==> src/hw/rtl/point_in_polygon_test_core_assert.svh <==
// ----------------------------------------------------------------------------
// point in polygon assertion macros
// concurrent checks that vanish in synthesis builds
// ----------------------------------------------------------------------------
`ifndef POINT_IN_POLYGON_TEST_CORE_ASSERT_SVH
`define POINT_IN_POLYGON_TEST_CORE_ASSERT_SVH

`ifndef SYNTHESIS
// same-cycle implication under active-low reset
`define PIP_ASSERT_IMP(lbl, clk, rstn, ante, cons) \
  lbl: assert property (@(posedge clk) disable iff (!rstn) (ante) |-> (cons)) \
    else $error("pip assertion failed");
// next-cycle implication under active-low reset
`define PIP_ASSERT_NXT(lbl, clk, rstn, ante, cons) \
  lbl: assert property (@(posedge clk) disable iff (!rstn) (ante) |=> (cons)) \
    else $error("pip assertion failed");
`else
`define PIP_ASSERT_IMP(lbl, clk, rstn, ante, cons)
`define PIP_ASSERT_NXT(lbl, clk, rstn, ante, cons)
`endif

`endif

==> src/hw/rtl/pip_pkg.sv <==
// ----------------------------------------------------------------------------
// pip_pkg
// shared types and constants of the point in polygon test core
// ----------------------------------------------------------------------------
`default_nettype none

package pip_pkg;

  // fixed field widths
  localparam int unsigned IDX_W       = 6;
  localparam int unsigned VCNT_W      = 7;
  localparam int unsigned APB_ADDR_W  = 3;
  localparam int unsigned APB_DATA_W  = 32;
  localparam int unsigned OUT_TDATA_W = 8;

  // opcodes of an input word
  localparam logic OP_WRITE = 1'b0;
  localparam logic OP_QUERY = 1'b1;

  // register index, taken from paddr[2]
  localparam logic REG_VERTEX_COUNT = 1'b0;

  // query sequencer states
  typedef enum logic [2:0] {
    ST_IDLE,
    ST_FIRST,
    ST_LOAD,
    ST_MUL1,
    ST_MUL2,
    ST_CMP,
    ST_DONE
  } st_e;

  // multiplier unit control
  typedef struct packed {
    logic load_first;
    logic load_second;
  } mul_ctrl_t;

  // sign of first product minus second product
  typedef struct packed {
    logic zero;
    logic neg;
  } cmp_t;

endpackage

`default_nettype wire

==> src/hw/rtl/pip_mul_unit.sv <==
// ----------------------------------------------------------------------------
// pip_mul_unit
// shared signed multiplier holding two products and their exact sign compare
// ----------------------------------------------------------------------------
`default_nettype none

module pip_mul_unit #(
  parameter int unsigned DW = 17
) (
  input  wire logic                  clk_i,
  input  wire pip_pkg::mul_ctrl_t    ctrl_i,
  input  wire logic signed [DW-1:0]  op_a_i,
  input  wire logic signed [DW-1:0]  op_b_i,
  output      pip_pkg::cmp_t         cmp_o
);

  localparam int unsigned PW = 2 * DW;

  logic signed [PW-1:0] prod;
  logic signed [PW-1:0] p1_q;
  logic signed [PW-1:0] p2_q;
  logic signed [PW:0]   diff;

  // one multiplier, result registered only on a load strobe
  assign prod = PW'(op_a_i) * PW'(op_b_i);

  always_ff @(posedge clk_i) begin
    if (ctrl_i.load_first) begin
      p1_q <= prod;
    end
    if (ctrl_i.load_second) begin
      p2_q <= prod;
    end
  end

  // exact difference of the held products
  assign diff       = {p1_q[PW-1], p1_q} - {p2_q[PW-1], p2_q};
  assign cmp_o.zero = (diff == '0);
  assign cmp_o.neg  = diff[PW];

endmodule

`default_nettype wire

==> src/hw/rtl/point_in_polygon_test_core.sv <==
// ----------------------------------------------------------------------------
// point_in_polygon_test_core
// vertex write: acknowledge word out through the done state; query: edge walk
// for n >= 3 vertices in use, answered outside at once when fewer are in use
// the edge walk runs each edge through load, mul1, mul2 and cmp on the single shared multiplier
// next word accepted once back in idle; reset clears count, sequencer and output valid only
// ----------------------------------------------------------------------------
`default_nettype none

`include "point_in_polygon_test_core_assert.svh"

module point_in_polygon_test_core #(
  parameter int unsigned MAX_VERTICES = 64,
  parameter int unsigned COORD_BITS   = 16
) (
  input  wire logic clk_i,
  input  wire logic rst_ni,
  // input words
  input  wire logic s_axis_tvalid,
  output      logic s_axis_tready,
  // tdata: vertex_index, coord_x, coord_y, zero fill
  input  wire logic [((pip_pkg::IDX_W + 2 * COORD_BITS + 7) / 8) * 8 - 1:0] s_axis_tdata,
  // tuser: opcode
  input  wire logic s_axis_tuser,
  // result words
  output      logic m_axis_tvalid,
  input  wire logic m_axis_tready,
  // tdata: inside_res, zero fill
  output      logic [pip_pkg::OUT_TDATA_W-1:0] m_axis_tdata,
  // tuser: is_answer
  output      logic m_axis_tuser,
  // configuration
  input  wire logic psel,
  input  wire logic penable,
  input  wire logic pwrite,
  input  wire logic [pip_pkg::APB_ADDR_W-1:0] paddr,
  input  wire logic [pip_pkg::APB_DATA_W-1:0] pwdata,
  output      logic [pip_pkg::APB_DATA_W-1:0] prdata,
  output      logic pready
);

  localparam int unsigned CB = COORD_BITS;
  localparam int unsigned DW = CB + 1;
  localparam int unsigned AW = $clog2(MAX_VERTICES);
  localparam int unsigned CW = $clog2(MAX_VERTICES + 1);
  localparam int unsigned NW = (CW > pip_pkg::VCNT_W) ? CW : pip_pkg::VCNT_W;
  localparam int unsigned IW = pip_pkg::IDX_W;

  // configuration register
  logic [pip_pkg::VCNT_W-1:0] vcount_q;
  logic                       cfg_we;

  assign pready = 1'b1;
  assign cfg_we = psel && penable && pwrite && pready &&
                  (paddr[2] == pip_pkg::REG_VERTEX_COUNT);

  always_ff @(posedge clk_i or negedge rst_ni) begin
    if (!rst_ni) begin
      vcount_q <= '0;
    end else if (cfg_we) begin
      vcount_q <= pwdata[pip_pkg::VCNT_W-1:0];
    end
  end

  assign prdata = (paddr[2] == pip_pkg::REG_VERTEX_COUNT) ?
                  {(pip_pkg::APB_DATA_W - pip_pkg::VCNT_W)'(0), vcount_q} : '0;

  // input word fields
  logic                 in_op;
  logic [IW-1:0]        in_idx;
  logic signed [CB-1:0] in_x;
  logic signed [CB-1:0] in_y;
  logic                 in_acc;

  assign in_op  = s_axis_tuser;
  assign in_idx = s_axis_tdata[IW-1:0];
  assign in_x   = s_axis_tdata[IW +: CB];
  assign in_y   = s_axis_tdata[IW + CB +: CB];
  assign in_acc = s_axis_tvalid && s_axis_tready;

  // write address and range check
  logic [AW+IW-1:0] idx_ext;
  logic             idx_ok;

  assign idx_ext = {AW'(0), in_idx};
  assign idx_ok  = idx_ext < (AW + IW)'(MAX_VERTICES);

  // vertex count clamped to the table depth
  logic [NW-1:0] vc_ext;
  logic [NW-1:0] max_ext;
  logic [CW-1:0] n_clamped;
  logic          too_few;

  assign vc_ext    = NW'(vcount_q);
  assign max_ext   = NW'(MAX_VERTICES);
  assign n_clamped = (vc_ext > max_ext) ? max_ext[CW-1:0] : vc_ext[CW-1:0];
  assign too_few   = n_clamped < CW'(3);

  // sequencer and datapath registers
  pip_pkg::st_e state_q, state_d;

  logic [CW-1:0]        n_q, n_d;
  logic [CW-1:0]        k_q, k_d;
  logic [AW-1:0]        addr_q, addr_d;
  logic                 parity_q, parity_d;
  logic                 cross_q, cross_d;
  logic                 dyneg_q, dyneg_d;
  logic                 res_answer_q, res_answer_d;
  logic                 res_inside_q, res_inside_d;
  logic                 out_valid_q, out_valid_d;
  logic                 out_answer_q, out_answer_d;
  logic                 out_inside_q, out_inside_d;
  logic signed [CB-1:0] px_q, px_d, py_q, py_d;
  logic signed [CB-1:0] fx_q, fx_d, fy_q, fy_d;
  logic signed [CB-1:0] ax_q, ax_d, ay_q, ay_d;
  logic signed [CB-1:0] bx_q, bx_d, by_q, by_d;

  // vertex memory, registered read
  logic [2*CB-1:0]      mem_q [MAX_VERTICES];
  logic [2*CB-1:0]      rdata_q;
  logic                 mem_we;
  logic signed [CB-1:0] rd_x;
  logic signed [CB-1:0] rd_y;

  always_ff @(posedge clk_i) begin
    if (mem_we) begin
      mem_q[idx_ext[AW-1:0]] <= {in_y, in_x};
    end
    rdata_q <= mem_q[addr_d];
  end

  assign rd_x = rdata_q[CB-1:0];
  assign rd_y = rdata_q[2*CB-1:CB];

  // edge classification against the point's horizontal line
  logic edge_cross;
  logic edge_on_level;
  logic last_edge;
  logic wrap;
  logic [CW-1:0] k_next;
  logic out_free;

  assign edge_cross    = ((ay_q >= py_q) && (by_q < py_q)) ||
                         ((ay_q < py_q) && (by_q >= py_q));
  assign edge_on_level = (ay_q == py_q) && (by_q == py_q) &&
                         (((ax_q >= px_q) && (bx_q <= px_q)) ||
                          ((ax_q <= px_q) && (bx_q >= px_q)));
  assign wrap          = (k_q == n_q);
  assign last_edge     = wrap;
  assign k_next        = k_q + CW'(1);
  assign out_free      = !out_valid_q || m_axis_tready;

  // shared multiplier: (ax-bx)*(py-by) first, then (px-bx)*(ay-by)
  pip_pkg::mul_ctrl_t   mul_ctrl;
  pip_pkg::cmp_t        cmp;
  logic signed [DW-1:0] op_a;
  logic signed [DW-1:0] op_b;
  logic                 second_op;
  logic                 cmp_hit;
  logic                 cmp_count;

  assign second_op = (state_q == pip_pkg::ST_MUL2);
  assign op_a = DW'(second_op ? px_q : ax_q) - DW'(bx_q);
  assign op_b = DW'(second_op ? ay_q : py_q) - DW'(by_q);

  pip_mul_unit #(
    .DW (DW)
  ) u_mul (
    .clk_i  (clk_i),
    .ctrl_i (mul_ctrl),
    .op_a_i (op_a),
    .op_b_i (op_b),
    .cmp_o  (cmp)
  );

  // crossing exactly at the point, or strictly to its right
  assign cmp_hit   = cross_q && cmp.zero;
  assign cmp_count = cross_q && !cmp.zero && (cmp.neg == dyneg_q);

  // next state
  always_comb begin
    state_d = state_q;
    case (state_q)
      pip_pkg::ST_IDLE: begin
        if (in_acc) begin
          if ((in_op == pip_pkg::OP_QUERY) && !too_few) begin
            state_d = pip_pkg::ST_FIRST;
          end else begin
            state_d = pip_pkg::ST_DONE;
          end
        end
      end
      pip_pkg::ST_FIRST: state_d = pip_pkg::ST_LOAD;
      pip_pkg::ST_LOAD:  state_d = pip_pkg::ST_MUL1;
      pip_pkg::ST_MUL1: begin
        state_d = edge_on_level ? pip_pkg::ST_DONE : pip_pkg::ST_MUL2;
      end
      pip_pkg::ST_MUL2:  state_d = pip_pkg::ST_CMP;
      pip_pkg::ST_CMP: begin
        state_d = (cmp_hit || last_edge) ? pip_pkg::ST_DONE : pip_pkg::ST_LOAD;
      end
      pip_pkg::ST_DONE: begin
        if (out_free) begin
          state_d = pip_pkg::ST_IDLE;
        end
      end
      default: state_d = pip_pkg::ST_IDLE;
    endcase
  end

  // datapath and outputs
  always_comb begin
    n_d          = n_q;
    k_d          = k_q;
    addr_d       = addr_q;
    parity_d     = parity_q;
    cross_d      = cross_q;
    dyneg_d      = dyneg_q;
    res_answer_d = res_answer_q;
    res_inside_d = res_inside_q;
    out_valid_d  = out_valid_q;
    out_answer_d = out_answer_q;
    out_inside_d = out_inside_q;
    px_d         = px_q;
    py_d         = py_q;
    fx_d         = fx_q;
    fy_d         = fy_q;
    ax_d         = ax_q;
    ay_d         = ay_q;
    bx_d         = bx_q;
    by_d         = by_q;
    mem_we       = 1'b0;
    mul_ctrl     = '0;
    s_axis_tready = (state_q == pip_pkg::ST_IDLE);

    // result word taken
    if (out_valid_q && m_axis_tready) begin
      out_valid_d = 1'b0;
    end

    case (state_q)
      pip_pkg::ST_IDLE: begin
        if (in_acc) begin
          px_d         = in_x;
          py_d         = in_y;
          n_d          = n_clamped;
          k_d          = '0;
          addr_d       = '0;
          parity_d     = 1'b0;
          res_answer_d = in_op;
          res_inside_d = 1'b0;
          mem_we       = (in_op == pip_pkg::OP_WRITE) && idx_ok;
        end
      end
      pip_pkg::ST_FIRST: begin
        fx_d   = rd_x;
        fy_d   = rd_y;
        ax_d   = rd_x;
        ay_d   = rd_y;
        k_d    = CW'(1);
        addr_d = AW'(1);
      end
      pip_pkg::ST_LOAD: begin
        bx_d = wrap ? fx_q : rd_x;
        by_d = wrap ? fy_q : rd_y;
      end
      pip_pkg::ST_MUL1: begin
        mul_ctrl.load_first = 1'b1;
        cross_d = edge_cross;
        dyneg_d = ay_q < by_q;
        addr_d  = (k_next < n_q) ? k_next[AW-1:0] : '0;
        if (edge_on_level) begin
          res_inside_d = 1'b1;
        end
      end
      pip_pkg::ST_MUL2: begin
        mul_ctrl.load_second = 1'b1;
      end
      pip_pkg::ST_CMP: begin
        parity_d = parity_q ^ cmp_count;
        if (cmp_hit) begin
          res_inside_d = 1'b1;
        end else if (last_edge) begin
          res_inside_d = parity_q ^ cmp_count;
        end else begin
          ax_d = bx_q;
          ay_d = by_q;
          k_d  = k_next;
        end
      end
      pip_pkg::ST_DONE: begin
        if (out_free) begin
          out_valid_d  = 1'b1;
          out_answer_d = res_answer_q;
          out_inside_d = res_inside_q;
        end
      end
      default: begin
        s_axis_tready = 1'b0;
      end
    endcase
  end

  // control state
  always_ff @(posedge clk_i or negedge rst_ni) begin
    if (!rst_ni) begin
      state_q     <= pip_pkg::ST_IDLE;
      n_q         <= '0;
      k_q         <= '0;
      addr_q      <= '0;
      out_valid_q <= 1'b0;
    end else begin
      state_q     <= state_d;
      n_q         <= n_d;
      k_q         <= k_d;
      addr_q      <= addr_d;
      out_valid_q <= out_valid_d;
    end
  end

  // payload registers
  always_ff @(posedge clk_i) begin
    parity_q     <= parity_d;
    cross_q      <= cross_d;
    dyneg_q      <= dyneg_d;
    res_answer_q <= res_answer_d;
    res_inside_q <= res_inside_d;
    out_answer_q <= out_answer_d;
    out_inside_q <= out_inside_d;
    px_q         <= px_d;
    py_q         <= py_d;
    fx_q         <= fx_d;
    fy_q         <= fy_d;
    ax_q         <= ax_d;
    ay_q         <= ay_d;
    bx_q         <= bx_d;
    by_q         <= by_d;
  end

  assign m_axis_tvalid = out_valid_q;
  assign m_axis_tuser  = out_answer_q;
  assign m_axis_tdata  = {(pip_pkg::OUT_TDATA_W - 1)'(0), out_inside_q};

  // edge walk never runs past the closing edge
  `PIP_ASSERT_IMP(a_k_bound, clk_i, rst_ni,
    (state_q != pip_pkg::ST_IDLE) && (state_q != pip_pkg::ST_DONE), k_q <= n_q)

  // a query with fewer than three vertices answers outside at once
  `PIP_ASSERT_NXT(a_short_query, clk_i, rst_ni,
    in_acc && (in_op == pip_pkg::OP_QUERY) && too_few,
    (state_q == pip_pkg::ST_DONE) && res_answer_q && !res_inside_q)

  // a vertex write is acknowledged without an answer flag
  `PIP_ASSERT_NXT(a_write_ack, clk_i, rst_ni,
    in_acc && (in_op == pip_pkg::OP_WRITE),
    (state_q == pip_pkg::ST_DONE) && !res_answer_q && !res_inside_q)

  // a finished item lands in the output register when it is free
  `PIP_ASSERT_NXT(a_out_load, clk_i, rst_ni,
    (state_q == pip_pkg::ST_DONE) && out_free,
    m_axis_tvalid && (state_q == pip_pkg::ST_IDLE))

endmodule

`default_nettype wire
==> config.mk <==
export PLATFORM = sky130hd
export DESIGN_NAME = point_in_polygon_test_core
export DESIGN_NICKNAME = d
export VERILOG_FILES = /design/src/hw/rtl/pip_pkg.sv /design/src/hw/rtl/pip_mul_unit.sv /design/src/hw/rtl/point_in_polygon_test_core.sv
export VERILOG_INCLUDE_DIRS = /design/src /design/src/hw/rtl
export SDC_FILE = /design/constraint.sdc
export NUM_CORES = 2
export LEC_CHECK = 0
export ABC_AREA = 1
export BUFFER_PORTS_ARGS = -buffer_cell sky130_fd_sc_hd__buf_4
export CAP_MARGIN = 25
export CORE_ASPECT_RATIO = 1.1
export CORE_UTILIZATION = 60
export DETAILED_ROUTE_END_ITERATION = 8
export PLACE_DENSITY = 0.76
export SYNTH_ARGS = -nofsm -noshare
export SYNTH_HDL_FRONTEND = slang
export SYNTH_SLANG_ARGS = --single-unit
==> constraint.sdc <==
create_clock -name clk_i -period 10.1 [get_ports clk_i]
set_input_delay 0.505 -clock clk_i [delete_from_list [all_inputs] [get_ports clk_i]]
set_output_delay 0.505 -clock clk_i [all_outputs]
set_load 0.01 [all_outputs]
Word-level counts from Yosys, hierarchy flattened
Memory sizes are Yosys's and may differ from the RTL's. A register that Yosys moved wholly into a read port is not among the register bits.
Cells that the tools add are included.
Widths: inputs -> output; s select.
{ "totals": {"mem_count": 1, "inputBits": 83, "mem_bits_rw": 2048, "elab_cells": 138, "latch_bits": 0, "reg_bits": 234, "mem_bits_ro": 0} }
{ "classes": {"bitwise": 3, "eq_ne": 16, "magnitude_cmp": 13, "n_shift": 0, "reduce_logical": 36, "add_sub_neg": 4, "multipliers": 1, "mux": 41, "div": 0} }
{ "mem_list": {"columns": ["name", "words", "word_bits", "rd", "rd_ports_with_merged_regs", "write_ports", "line", "text"], "rows": [
  ["mem_q", 64, 32, 1, 1, 1, "point_in_polygon_test_core.sv:119", "logic [2*CB-1:0] mem_q [MAX_VERTICES];"]
]} }
{ "op_table": {"columns": ["op", "n"], "rows": [
  ["$mux 16", 6],
  ["$ge 16x16->1", 4],
  ["$pmux 16 s2", 2],
  ["$lt 16x16->1", 3],
  ["$logic_not 35->1", 1],
  ["$mux 7", 5],
  ["$sub 34x34->35", 1],
  ["$mul 17x17->34", 1],
  ["$mux 17", 2],
  ["$sub 17x16->17", 2],
  ["$eq 16x16->1", 2],
  ["$le 16x16->1", 2],
  ["$pmux 3 s7", 1],
  ["$pmux 7 s3", 1],
  ["$pmux 6 s3", 1],
  ["$logic_and 1x1->1", 16],
  ["$mux 1", 14],
  ["$mux 3", 4],
  ["$mux 6", 2],
  ["$ne 2x2->1 const B", 5],
  ["$eq 3x3->1 const B", 3],
  ["$reduce_and 2->1", 4],
  ["$reduce_and 4->1", 2],
  ["$add 7x1->7 const B", 1],
  ["20 further kinds", 29]
]} }

Longest topological paths before layout
{ "logic_depth": {"ltp_word": 9, "mapped_depth": 47, "depth_no_buf": 45} }

Modules after synthesis
A second synthesis with hierarchy kept.
{ "hier_totals": {"cells_unflattened": 11999, "hier_area_um2": 119169.3} }
{ "modules_own_cells": {"columns": ["mod", "n_inst", "area_per_inst_um2", "cells_per_inst", "seq_area_each_um2"], "rows": [
  ["point_in_polygon_test_core", 1, 103420.4, 10041, 66969.2],
  ["pip_mul_unit", 1, 15748.9, 1958, 2042.0]
]} }

Least setup slack after synthesis
No wires, ideal clock.
{ "synth_path": {"path_kind": "register to register", "startpoint": "register state_q[1]", "endpoint": "register u_mul.p1_q[31], data pin", "path_buffers": 2, "path_stages_with_launch": 33, "required_ns": 9.834, "setup_slack_ns": 1.238, "arrival_time_ns": 8.596, "synth_period_minus_slack_ns": 8.862, "setup_ns": 0.266, "path_cell_list": "dfrtp_1 > nor2_1 > nand2_1 > inv_1 > clkbuf_1 > o21ai_0 > ha_1 > fa_1 > inv_1 > a31oi_1 > o21ai_1 > nand2_1 > a21oi_1 > a21boi_1 > o21ai_0 > xor2_1 > buf_4 > nor2_1 > fa_1 > inv_1 > fa_1 > inv_1 > fa_1 > fa_1 > fa_1 > fa_1 > ha_1 > nand2_1 > nor4_1 > nand2_1 > o211ai_1 > a211oi_1 > xnor2_1"} }
{ "synth_via": {"elab_chain_len": 4, "elab_cells_between_ends": 6, "cone_classes": "add/sub: 2; mul: 1; eq/ne: 1; mux: 2"} }
{ "synth_lines": {"columns": ["item", "line", "text"], "rows": [
  ["start: declaration", "point_in_polygon_test_core.sv:100", "pip_pkg::st_e state_q, state_d;"],
  ["start signal: assignment", "point_in_polygon_test_core.sv:307", "state_q <= pip_pkg::ST_IDLE;"],
  ["start signal: assignment", "point_in_polygon_test_core.sv:313", "state_q <= state_d;"],
  ["$eq 3x3->1 *", "point_in_polygon_test_core.sv:162", "assign second_op = (state_q == pip_pkg::ST_MUL2);"],
  ["$mux 17, on equally long branches", "point_in_polygon_test_core.sv:163, point_in_polygon_test_core.sv:164", null],
  ["$sub 17x16->17, on equally long branches", "point_in_polygon_test_core.sv:163, point_in_polygon_test_core.sv:164", null],
  ["$mul 17x17->34 *", "pip_mul_unit.sv:25", "assign prod = PW'(op_a_i) * PW'(op_b_i);"],
  ["named net u_mul.prod[31]", "pip_mul_unit.sv:19", "logic signed [PW-1:0] prod;"],
  ["end signal: assignment", "pip_mul_unit.sv:29", "p1_q <= prod;"],
  ["end: declaration", "pip_mul_unit.sv:20", "logic signed [PW-1:0] p1_q;"]
]} }
The timed path passes the listed nets; every way through them passes the cells marked *.
A chain may end at the register's enable or synchronous reset.

Worst setup path in the final report
{ "layout_path": {"startpoint": "register state_q[1]", "endpoint": "register u_mul.p2_q[33], data pin"} }
{ "layout_via": {"elab_chain_len": 4, "elab_cells_between_ends": 6, "cone_classes": "add/sub: 2; mul: 1; eq/ne: 1; mux: 2"} }
{ "layout_lines": {"columns": ["item", "line", "text"], "rows": [
  ["$eq 3x3->1 *", "point_in_polygon_test_core.sv:162", null],
  ["$mux 17, on equally long branches", "point_in_polygon_test_core.sv:163, point_in_polygon_test_core.sv:164", null],
  ["$sub 17x16->17, on equally long branches", "point_in_polygon_test_core.sv:163, point_in_polygon_test_core.sv:164", null],
  ["$mul 17x17->34 *", "pip_mul_unit.sv:25", null],
  ["named net u_mul.prod[33]", "pip_mul_unit.sv:19", null],
  ["end signal: assignment", "pip_mul_unit.sv:32", "p2_q <= prod;"],
  ["end: declaration", "pip_mul_unit.sv:21", "logic signed [PW-1:0] p2_q;"]
]} }
Marked as above.

==> metrics.md <==
| Metric | Value |
|---|---|
| CTS buffer count | `214` |
| Starting density of the core | `60.7%` |
| Reg-to-reg endpoint | `u_mul.p2_q[33]` |
| Fraction of registers with async set/reset | `1.34%` |
| Cell taking the most area after synthesis | `edfxtp_1` |
| Critical Path Start Type | `flop` |
| Final setup violating endpoints | `0` |
| Synth area leaders | `edfxtp_1 61%, inv_1 5.8%, fa_1 5.4%` |
| Slew headroom | `between 10% and 20%` |
| GPL Wtd Cong | `approximately 1.0` |
| Worst-path fanout max | `35` |
| Share of the synthesized area in the top cell type | `approximately three fifths` |
| Max-Cap Viols | `0` |
| Met2 wire len | `135000 µm` |
| IO buf count | `64` |
| Post-synth cell types | `52` |
| DRT Pass-1 Iters | `6` |
| Routed wl met3 | `23400 µm` |
| Fin crit period | `about 9 ns` |
| Slowest cell on the critical path | `fa_1` |
| Unrepaired setup endpoints after global routing | `no` |
| Clk_lat worst skew | `around 0.88 ns` |
| Top Layer Used | `met5` |
| Largest net degree at the start of global routing | `around 240` |
| Bufs on Longest Clock Path | `3` |
| Final Hold Fails | `0` |
| DIE WIDTH | `411 µm` |
| Post-synth top flop | `edfxtp_1` |
| Layout cell share with drive strength beyond 1 | `6.27%` |
| Setup TNS | `0 ns` |
| Worst min-delay path class | `primary input to asynchronous set/reset pin` |
| DP Worst Slack | `about 0.97 ns` |
| Setup Crit Path Kind | `flop to flop` |
| Final worst setup slack | `0.926 ns` |
| Worst r2r path cells | `38` |
| Status | `finished, final reports clean` |
| CP Capture Type | `flop` |
| Crit path largest cell delay | `~0.72 ns` |
| Wirelength, routed | `between 200000 and 300000 µm` |
| Total global routing overflow | `0` |
| WHS | `0.120 ns` |
| Post-DRT Antenna Nets | `0` |
| IO Pins | `127` |
| Slew @ Worst Pin | `1.21 ns` |
| First-pass GRT wire length | `slightly above 400000 µm` |
| DRT iter0 DRCs | `8289` |
| Final #Nets | `10395` |
| Vias per cell | `5.85` |
| Die Y-Extent | `452 µm` |
| Fin. max-slew vios | `0` |
| Root buffer cell | `clkbuf_16` |
| Clk pin slew, worst setup/hold paths | `0.06 ns` |
| Reg-to-Reg Start | `state_q[1]` |
| Wire length on met1 | `105000 µm` |
| Worst EP required | `10.73 ns` |
| EDFF count, synth | `2251` |
| CP arrival | `about 9.8 ns` |
| Crit share post-route | `90.8%` |
| Crit path launch | `state_q[1]` |
| Post-CTS sizing | `0` |
| Yosys warnings | `0` |
| Clock Skew | `0.0490 ns` |
| WL/cell | `between 20 and 25 µm` |
| Fill count | `13158` |
| Vias in the first global route | `70589` |
| Post-Syn Instances | `9830` |
| FMAX | `109 MHz` |
| Most common cell after layout, fill and taps aside | `edfxtp_1` |
| Die Area | `186000 µm²` |
| Post-synthesis register bit count | `2314` |
| P&R area growth vs syn | `8.77%` |
| Sink Count | `between 2000 and 2500` |
| Synth Area per Inst | `between 10 and 15 µm²` |
| Sequential-to-total area share from yosys stat | `62.4%` |
| Number of antenna violations at the first check in global routing | `12` |
| R2R Setup Slk | `0.93 ns` |
| CTS HTree Levels | `4` |
| Via count | `72385` |
| Hpwl dp | `between 150000 and 200000 µm` |
| Number of cell rows | `around 160` |
| Drt drc | `0` |
| Area of the core | `182000 µm²` |
| CTS tree | `yes` |
| Most frequent cells in the layout | `2251 x edfxtp_1, 1701 x inv_1, 1313 x nand2_1` |
| GR Util All Layers | `29.7%` |
| Synthesized area | `111000 µm²` |
synthesized netlist by cell type, types with 21 or more instances:
cell and number:
clkbuf_1 182, buf_6 27, nor3_1 24, nand2_1 1313, buf_2 157, ha_1 237
nor2_1 352, xor2_1 41, edfxtp_1 2251, o21ai_0 469, buf_4 91, buf_1 68
o21ai_1 158, xnor2_1 21, a21oi_1 654, o211ai_1 516, dfrtp_1 31, fa_1 299
nand4_1 24, nand3_1 1060, dfxtp_1 32, inv_1 1705
through the flow:
stage | cells | area, µm² | utilization (%)
finish | 12367 | 120000 | 66.0
CTS | 12363 | 120000 | 66.0
global placement | 11955 | 113000 | 62.2
global route | 12367 | 120000 | 66.0
floorplan | 9861 | 111000 | -
detailed placement | 11955 | 113000 | 62.2
worst max-delay path: cells and delay by family, from the launching register on:
family	cells	cell delay (ns)
simple gates	12	1.36
flops	1	0.46
fa+ha+maj	9	4.39
compound gates	9	1.59
buf+inv	8	1.05
repair_timing:
action	4_1_cts	5_1_grt
endpoints found under the hold margin	42	0
hold buffers	10	0
buffers inserted	0	0
metal layers:
layer  GRT usage [%]  vias to the layer above
met5               0                        -
met4            13.8                       12
met3            5.00                      668
met2            49.4                     3155
met1            38.2                    34927
li1                -                    33623
cell families after synthesis:
family	Yosys count	synth area share [%]
fa+ha+maj	536	8.10
buf+inv	2248	8.32
simple gates	2812	10.9
other cells	2	0.00679
xor+xnor	62	0.491
compound gates	1856	9.71
flops	2314	62.4
registers in the layout, summed over array words and instances (netlist names), 6 cells and up:
signal and cells:
mem_q 2048, u_mul.p1_q 34, u_mul.p2_q 34, rdata_q 32, ax_q 16, ay_q 16
bx_q 16, by_q 16, fx_q 16, fy_q 16, px_q 16, py_q 16
k_q 7, n_q 7, vc_ext 7, addr_q 6
worst max-delay path by stage:
stage	to	slack [ns]	depth (start not counted)
finish	u_mul.p2_q[33]	0.93	38
global route	u_mul.p2_q[23]	0.30	40
CTS	u_mul.p2_q[33]	0.96	38
detailed placement	u_mul.p2_q[33]	0.97	38
global placement	u_mul.p1_q[31]	1.12	39
floorplan	u_mul.p1_q[31]	1.24	32
cell type report:
class	count	area [µm²]	share of cell area [%]
well taps	2407	3010	2.50
clock inverters	111	1050	0.875
flip-flops and latches	2314	69000	57.4
clock buffers	287	5770	4.80
repair buffers	225	1890	1.57
diodes	2	5.00	0.00416
multi-input cells	5299	33000	27.5
inverters	1722	6480	5.39
Power is not shown: default switching activity piles up to over one toggle a cycle in this logic, so the estimate is an artifact.
